`src/hw/rtl/cmwc_pkg.sv`:
```
// cmwc_pkg: constants and controller/datapath interface types for the
// CMWC4096 random generator. No dependencies.
package cmwc_pkg;

   // field and state widths
   localparam int WORD_W  = 32;
   localparam int CARRY_W = 19;
   localparam int INDEX_W = 12;
   localparam int MULT_W  = 15;
   localparam int PROD_W  = WORD_W + MULT_W;

   // table depth default
   localparam int TABLE_DEPTH_DEFAULT = 4096;

   // generator constants
   localparam logic [WORD_W-1:0]  GOLDEN_WORD     = 32'haaf219b9;
   localparam logic [MULT_W-1:0]  LAG_MULT        = 15'd18782;
   localparam logic [WORD_W-1:0]  COMPLEMENT_BASE = 32'hfffffffe;
   localparam logic [CARRY_W-1:0] CARRY_RESET     = 19'd362436;
   localparam logic [INDEX_W-1:0] INDEX_RESET     = 12'd4095;

   // request opcodes
   localparam logic OP_SEED = 1'b0;
   localparam logic OP_DRAW = 1'b1;

   // controller to datapath commands
   typedef struct packed {
      logic accept_seed;  // latch seed, clear fill counter
      logic accept_draw;  // step table index
      logic seed_step;    // write one table word during fill
      logic mem_read;     // read word at current index
      logic mul_step;     // multiply word by lag multiplier
      logic add_step;     // add carry to product
      logic fix_step;     // carry fold, complement, write back, respond
   } cmd_type;

   // datapath to controller status
   typedef struct packed {
      logic seed_last;    // fill counter at last table word
   } status_type;

endpackage

```
`src/hw/rtl/cmwc_ctrl.sv`:
```
// cmwc_ctrl: controller state machine for the CMWC generator.
// Depends on cmwc_pkg (command and status types, opcodes).
module cmwc_ctrl (
   input  logic                  clock,
   input  logic                  reset,
   input  logic                  start,
   input  logic                  req_opcode,
   input  cmwc_pkg::status_type  status,
   output cmwc_pkg::cmd_type     cmd,
   output logic                  busy
);

   localparam logic [2:0] ST_IDLE = 3'd0;
   localparam logic [2:0] ST_SEED = 3'd1;
   localparam logic [2:0] ST_READ = 3'd2;
   localparam logic [2:0] ST_MUL  = 3'd3;
   localparam logic [2:0] ST_ADD  = 3'd4;
   localparam logic [2:0] ST_FIX  = 3'd5;

   logic [2:0] state_ff;
   logic [2:0] state_in;
   logic       accept;

   assign busy   = (state_ff != ST_IDLE);
   assign accept = start && (state_ff == ST_IDLE);

   // next state and commands
   always_comb begin
      state_in = state_ff;
      cmd      = '0;
      case (state_ff)
         ST_IDLE: begin
            if (accept) begin
               if (req_opcode == cmwc_pkg::OP_SEED) begin
                  cmd.accept_seed = 1'b1;
                  state_in        = ST_SEED;
               end else begin
                  cmd.accept_draw = 1'b1;
                  state_in        = ST_READ;
               end
            end
         end
         ST_SEED: begin
            cmd.seed_step = 1'b1;
            if (status.seed_last) begin
               state_in = ST_IDLE;
            end
         end
         ST_READ: begin
            cmd.mem_read = 1'b1;
            state_in     = ST_MUL;
         end
         ST_MUL: begin
            cmd.mul_step = 1'b1;
            state_in     = ST_ADD;
         end
         ST_ADD: begin
            cmd.add_step = 1'b1;
            state_in     = ST_FIX;
         end
         ST_FIX: begin
            cmd.fix_step = 1'b1;
            state_in     = ST_IDLE;
         end
         default: begin
            state_in = ST_IDLE;
         end
      endcase
   end

   // state register
   always_ff @(posedge clock) begin
      if (reset) begin
         state_ff <= ST_IDLE;
      end else begin
         state_ff <= state_in;
      end
   end

endmodule

```
`config.mk`:
```
export PLATFORM = sky130hd
export DESIGN_NAME = cmwc_ctrl
export DESIGN_NICKNAME = d
export VERILOG_FILES = /design/src/hw/rtl/cmwc_pkg.sv /design/src/hw/rtl/cmwc_ctrl.sv
export SDC_FILE = /design/constraint.sdc
export NUM_CORES = 1
export LEC_CHECK = 0
export BUFFER_PORTS_ARGS = -buffer_cell sky130_fd_sc_hd__buf_2
export CAP_MARGIN = 40
export CORE_AREA = 3 3 40 42
export CTS_CLUSTER_DIAMETER = 40
export DETAILED_ROUTE_END_ITERATION = 12
export DIE_AREA = 0 0 43 45
export GPL_TIMING_DRIVEN = 0
export SYNTH_ARGS = -nofsm -noshare
export SYNTH_HDL_FRONTEND = slang
export SYNTH_SLANG_ARGS = --single-unit
```
`constraint.sdc`:
```
create_clock -name clock -period 1.3 [get_ports clock]
set_input_delay 0.325 -clock clock [delete_from_list [all_inputs] [get_ports clock]]
set_output_delay 0.325 -clock clock [all_outputs]
set_load 0.02 [all_outputs]
```
==> flow_summary.toml, run 1 <==
[setup_path]
cpPeakStageDelay_ns = 0.35
cp_data_arrival_time_ns = 1.10
path_max_fanout = 4
crit_family = "simple AND/OR/NAND/NOR gates"
r2r_slack_ns = 0.13
crit_chain = "nor3_4, nand2_1, nor2_2, buf_6"
rr_startpoint = "state_ff[0]$_SDFFE_PP0P_"
crit_type = "reg2out"
endpoint_kind = "output port"
r2r_cells = 6
start_kind = "register"
crit_required_ns = 0.98
r2r_end = "state_ff[0]$_SDFFE_PP0P_"
cp_slowest_cell = "dfxtp_4"
crit_buf_inv = 1

[placed_design]
gp_congestion = 0.639
hpwlAfterDp_um = 376
io_buffers = 12
placed_area_um2 = 285
post-place-ws_ns = -0.124

[hold_path]
min_from = "reset"
hold_end = "state_ff[0]$_SDFFE_PP0P_"
hold_path_class = "in2reg"
min_path_cells = 2

[floorplanning]
pin_count = 13
die_h_um = 45
initial_core_util_pct = 15.4
die_w_um = 43
rows = 13
core_area_um2 = 1280
design.die.area_um2 = 1940

[sta]
finalSetupViolCount = 8
clock_skew_ns = 0.000778
min_period_ns = 1.43
hold_viol = 0
fin_crit_sh_pct = 110
slew_violations = 0
fin_setup_tns_ns = -0.678
finalHoldWorstSlack_ns = 0.276
tightest_slew_ns = 0.197
rsz0062_at_grt = "yes"
fmax_mhz = 700
max-slew-margin-rel_pct = 86.8
setup_ws_ns = -0.129

[route]
postRouteAntennaNets = 0
wl_um = 629
dr.pass1.iters = 3
vias = 256
wl_per_cell_um = 9.98
first_iter_violations = 1
vias_per_cell = 4.06
drc = 0

[final_layout]
register_area_um2 = 71.3
diodes = 0
fin_area_um2 = 458
nets = 54
area_delta_synth_final_pct = 132
drive_gt1_share_pct = 77.1
nFillCells = 135
largest_reg_flops = 3
top_register = "state_ff"
multi_input_area_um2 = 151
largestRegisters = "state_ff (3)"

[clock_tree]
cts_inserted_buffers = 3
cts_sinks = 3
cts-root-buf = "clkbuf_4"
cts_tree = "done"
cts_buffer_depth = 2
clock_latency_ns = 0.23
htree_levels = 1
cts.reportedPaths.clkPinSlew_ns = 0.04

[grt]
antenna_found_initial = 0
grt_pass1_wl_um = 945
grt_overflow = 0
gr-usage-all-layers_pct = 6.74
grt_max_degree = 8
first_global_vias = 256

[synthesis]
synth_top_family_by_area = "simple AND/OR/NAND/NOR gates"
synthXorXnorAreaFrac_pct = 0
yosysSeqAreaShare_pct = 30.4
synth_cells = 24
synth_top_area_share_pct = 30.4
synth_fa_ha_area_share_pct = 0
synth.area.mux_share_pct = 0
syn_area_um2 = 198
syn_nets = 29
synth_top_area_cell = "dfxtp_1"
synth-seq-cells = 3
synth_warnings = 0
synth_compound_area_share_pct = 12.7
avgSynthCellArea_um2 = 8.24
synth-simple-area-share_pct = 52.5
synth_cell_types = 17
yosys-top-cells-area = "dfxtp_1, nor3b_4, nor2_1"

[outcome]
violations = "setup timing"
status = "finished with violations"

[power]
vdd_drop_max_mv = 0.218
power.density_nw_per_um2 = 954
p_leak_nw = 0.214

[flow_run]
drv_cap = 0
## cell usage after synthesis, drive strengths merged
| cell | number |
|---|---|
| nor2 | 4 |
| dfxtp | 3 |
| a21oi | 2 |
| nand2 | 2 |
| nor3b | 2 |
| and2 | 1 |
| and3 | 1 |
| and3b | 1 |
| buf | 1 |
| inv | 1 |
| nor2b | 1 |
| nor3 | 1 |
| nor4 | 1 |
| nor4b | 1 |
| o21ai | 1 |
| o21ba | 1 |
## power breakdown
group | switching [mW] | total, mW | internal [mW]
Sequential | 0.0125 | 0.111 | 0.0982
Clock | 0.0501 | 0.165 | 0.115
Combinational | 0.0694 | 0.161 | 0.0912
## kinds of logic after synthesis
family                 count (synthesis)
buffers and inverters                  2
AND/OR/NAND/NOR                       15
flip-flops                             3
AO/OA/AOI/OAI                          4
## what timing repair did
item                       CTS  global route
setup endpoints to repair    8             8
resized for setup           23             2
hold buffers                 0             0
pin swaps                    2             2
setup buffers                6             3
## cell type report
type                       instances  area share (%)
clock buffer                       4            5.74
sequential                         3            15.6
inverter                           1           0.820
tap                               15            4.10
multi-input combinational         19            33.1
timing repair buffer              21            40.7
## worst max path at each step
stage / start / to / slack (ns) / depth (start not counted)
2_1_floorplan: state_ff[1]$_SDFFE_PP0P_ / cmd[6] / -0.0002 / 4
3_3_place_gp: state_ff[1]$_SDFFE_PP0P_ / cmd[5] / -0.13 / 4
3_5_place_dp: state_ff[1]$_SDFFE_PP0P_ / cmd[5] / -0.12 / 4
4_1_cts: state_ff[1]$_SDFFE_PP0P_ / cmd[5] / -0.14 / 3
5_1_grt: state_ff[0]$_SDFFE_PP0P_ / cmd[6] / -0.19 / 4
6_report: state_ff[0]$_SDFFE_PP0P_ / cmd[6] / -0.13 / 4
## routing by layer
layer	global-route usage, %	routed length, µm	up-vias
met5	0	0	-
met4	3.61	0	0
met3	4.38	51	0
met2	12.0	355	8
met1	5.77	222	116
li1	-	-	132
## stage by stage
step	util (%)	total power, mW	cells
5_1_grt	35.6	0.467	63
3_3_place_gp	22.2	0.204	51
6_report	35.6	0.437	63
2_1_floorplan	-	0.173	24
4_1_cts	33.6	0.429	60
3_5_place_dp	22.2	0.204	51
## layout by cell type, fill, tap and decap left out, types with 2 or more instances in the layout
master / synthesis / routed
buf_6: 0 / 7
a21oi_1: 2 / 2
buf_2: 1 / 4
dfxtp_4: 0 / 3
nor2_1: 4 / 2
clkbuf_4: 0 / 3
nor2_2: 0 / 2
nand2_1: 2 / 2
buf_4: 0 / 9
Power figures use the tool's default switching activity.
==> run 2: changes to the inputs <==
- CELL_PAD_IN_SITES_DETAIL_PLACEMENT: unset -> 1
- CELL_PAD_IN_SITES_GLOBAL_PLACEMENT: unset -> 1
- PLACE_DENSITY_LB_ADDON: unset -> 0.1
==> run 2 against run 1 <==
The flow still finishes with violations (setup timing). Via count rose by 2.0%. Worst setup slack got worse by 0.016 ns. Final area rose by 6.3%. Power rose by 3.4%. Flip-flop and latch count did not move. Final cell count did not move. Core utilization rose by 2.2 points. Maximum frequency fell by 1.1%. Combinational power rose by 9%. Critical path depth fell by 1. Hold slack got worse by 0.0058 ns. Clock-buffer cell count did not move. Largest power group is now combinational logic. Highest routed layer unchanged.
==> flow_summary.toml, run 2 (synthesis results as in run 1) <==
[power]
power.density_nw_per_um2 = 928
vdd_drop_max_mv = 0.534
p_leak_nw = 0.220
power_mw = 0.452
p_comb_share_pct = 38.8
sequentialPowerShare_pct = 25.2
p_sw_mw = 0.136
p_sw_share_pct = 30.2
clkPwrFrac_pct = 36.1
internal_power_mw = 0.315

[grt]
grt_max_degree = 9
gr-usage-all-layers_pct = 8.57
grt_overflow = 0
first_global_vias = 308
grt_pass1_wl_mm = 1.22
antenna_found_initial = 0

[setup_path]
crit_type = "reg2out"
r2r_slack_ns = 0.12
crit_required_ns = 0.98
path_max_fanout = 5
cp_data_arrival_time_ns = 1.12
endpoint_kind = "output port"
start_kind = "register"

[final_layout]
largest_reg_flops = 3
nets = 54
largestRegisters = "state_ff (3)"
final_common_cell = "buf_6"
drive_gt1_share_pct = 83.3
nFillCells = 160
diodes = 0
top_register = "state_ff"
final_cell_mix = "buf_6, buf_4, buf_2"
layout.cells.non_filler = 63
area_delta_synth_final_pct = 146

[sta]
tightest_slew_ns = 0.195
slew_violations = 0
fmax_mhz = 692
min_period_ns = 1.45
max-slew-margin-rel_pct = 86.9
fin_crit_sh_pct = 111
fin_setup_tns_ns = -0.749
setup_ws_ns = -0.145
rsz0062_at_grt = "yes"
hold_viol = 0
clock_skew_ns = 0.000355
finalSetupViolCount = 8

[route]
drc = 0
postRouteAntennaNets = 0
vias = 261
wl_per_cell_um = 11.4
dr.pass1.iters = 1
wl_um = 719
vias_per_cell = 4.14
first_iter_violations = 0

[hold_path]
hold_path_class = "in2reg"

[clock_tree]
cts_inserted_buffers = 3
htree_levels = 1
cts.reportedPaths.clkPinSlew_ns = 0.04
cts_sinks = 3
cts_tree = "done"
clock_latency_ns = 0.23
cts-root-buf = "clkbuf_4"
cts_buffer_depth = 2

[placed_design]
gp_congestion = 0.629
dp_cells = 51
io_buffers = 12
post-place-ws_ns = -0.141

[floorplanning]
design.die.area_um2 = 1940
die_h_um = 45
core_area_um2 = 1280
die_w_um = 43
initial_core_util_pct = 15.4
rows = 13
pin_count = 13

[outcome]
status = "finished with violations"
violations = "setup timing"

[flow_run]
drv_cap = 0
run 2: cell counts in the layout (fill, tap and decap cells not counted):
No cell type changed its count.
run 2: what timing repair did:
| item | CTS | global route |
|---|---|---|
| setup endpoints to repair | 8 | 8 |
| setup buffers | 6 | 3 |
| hold buffers | 0 | 0 |
| cloned | 0 | 0 |
| gates resized for setup | 25 | 8 |
| pin swaps | 1 | 1 |
run 2: area by class of cell:
class                   count  area [µm²]  share of cell area, %
clock buffers               4        26.3                   5.40
inverters                   1        3.75                  0.771
multi-input cells          19         173                   35.5
flip-flops and latches      3        71.3                   14.7
well taps                  15        18.8                   3.86
repair buffers             21         194                   39.8
run 2: worst paths after layout:
check | from | endpoint | cells past startpoint
setup / recovery | state_ff[0]$_SDFFE_PP0P_ | cmd[5] | 3
hold / removal | reset | state_ff[0]$_SDFFE_PP0P_ | 2
hold reg to reg | state_ff[0]$_SDFFE_PP0P_ | state_ff[1]$_SDFFE_PP0P_ | 1
setup reg to reg | state_ff[1]$_SDFFE_PP0P_ | state_ff[0]$_SDFFE_PP0P_ | 6
run 2: metrics by stage:
step	hold slack (ns)	utilization (%)	instance area (µm²)
after CTS	0.271	33.0	424
after detailed placement	0.530	22.2	285
after global placement	0.523	22.2	285
after floorplan	0.394	-	206
after global routing	0.278	37.9	487
final	0.270	37.9	487
run 2: critical path, stage by stage, from the launching register on:
cell,delay [ns]
dfxtp_4,0.36
nor3_4,0.21
and3_4,0.21
buf_6,0.11
run 2: routing by layer:
layer  vias up  GRT usage (%)  routed length, µm
li1        131              -                  -
met1       115           8.65                289
met2        15           15.6                370
met3         0           4.78                 58
met4         0           1.81                  0
met5         -              0                  0
run 2: power by group through the flow:
| stage | sequential (mW) | combinational [mW] | clock, mW |
|---|---|---|---|
| after detailed placement | 0.112 | 0.0958 | 0 |
| after global routing | 0.115 | 0.190 | 0.183 |
| after global placement | 0.111 | 0.0947 | 0 |
| final | 0.114 | 0.175 | 0.163 |
| after CTS | 0.116 | 0.145 | 0.173 |
| after floorplan | 0.108 | 0.0644 | 0 |
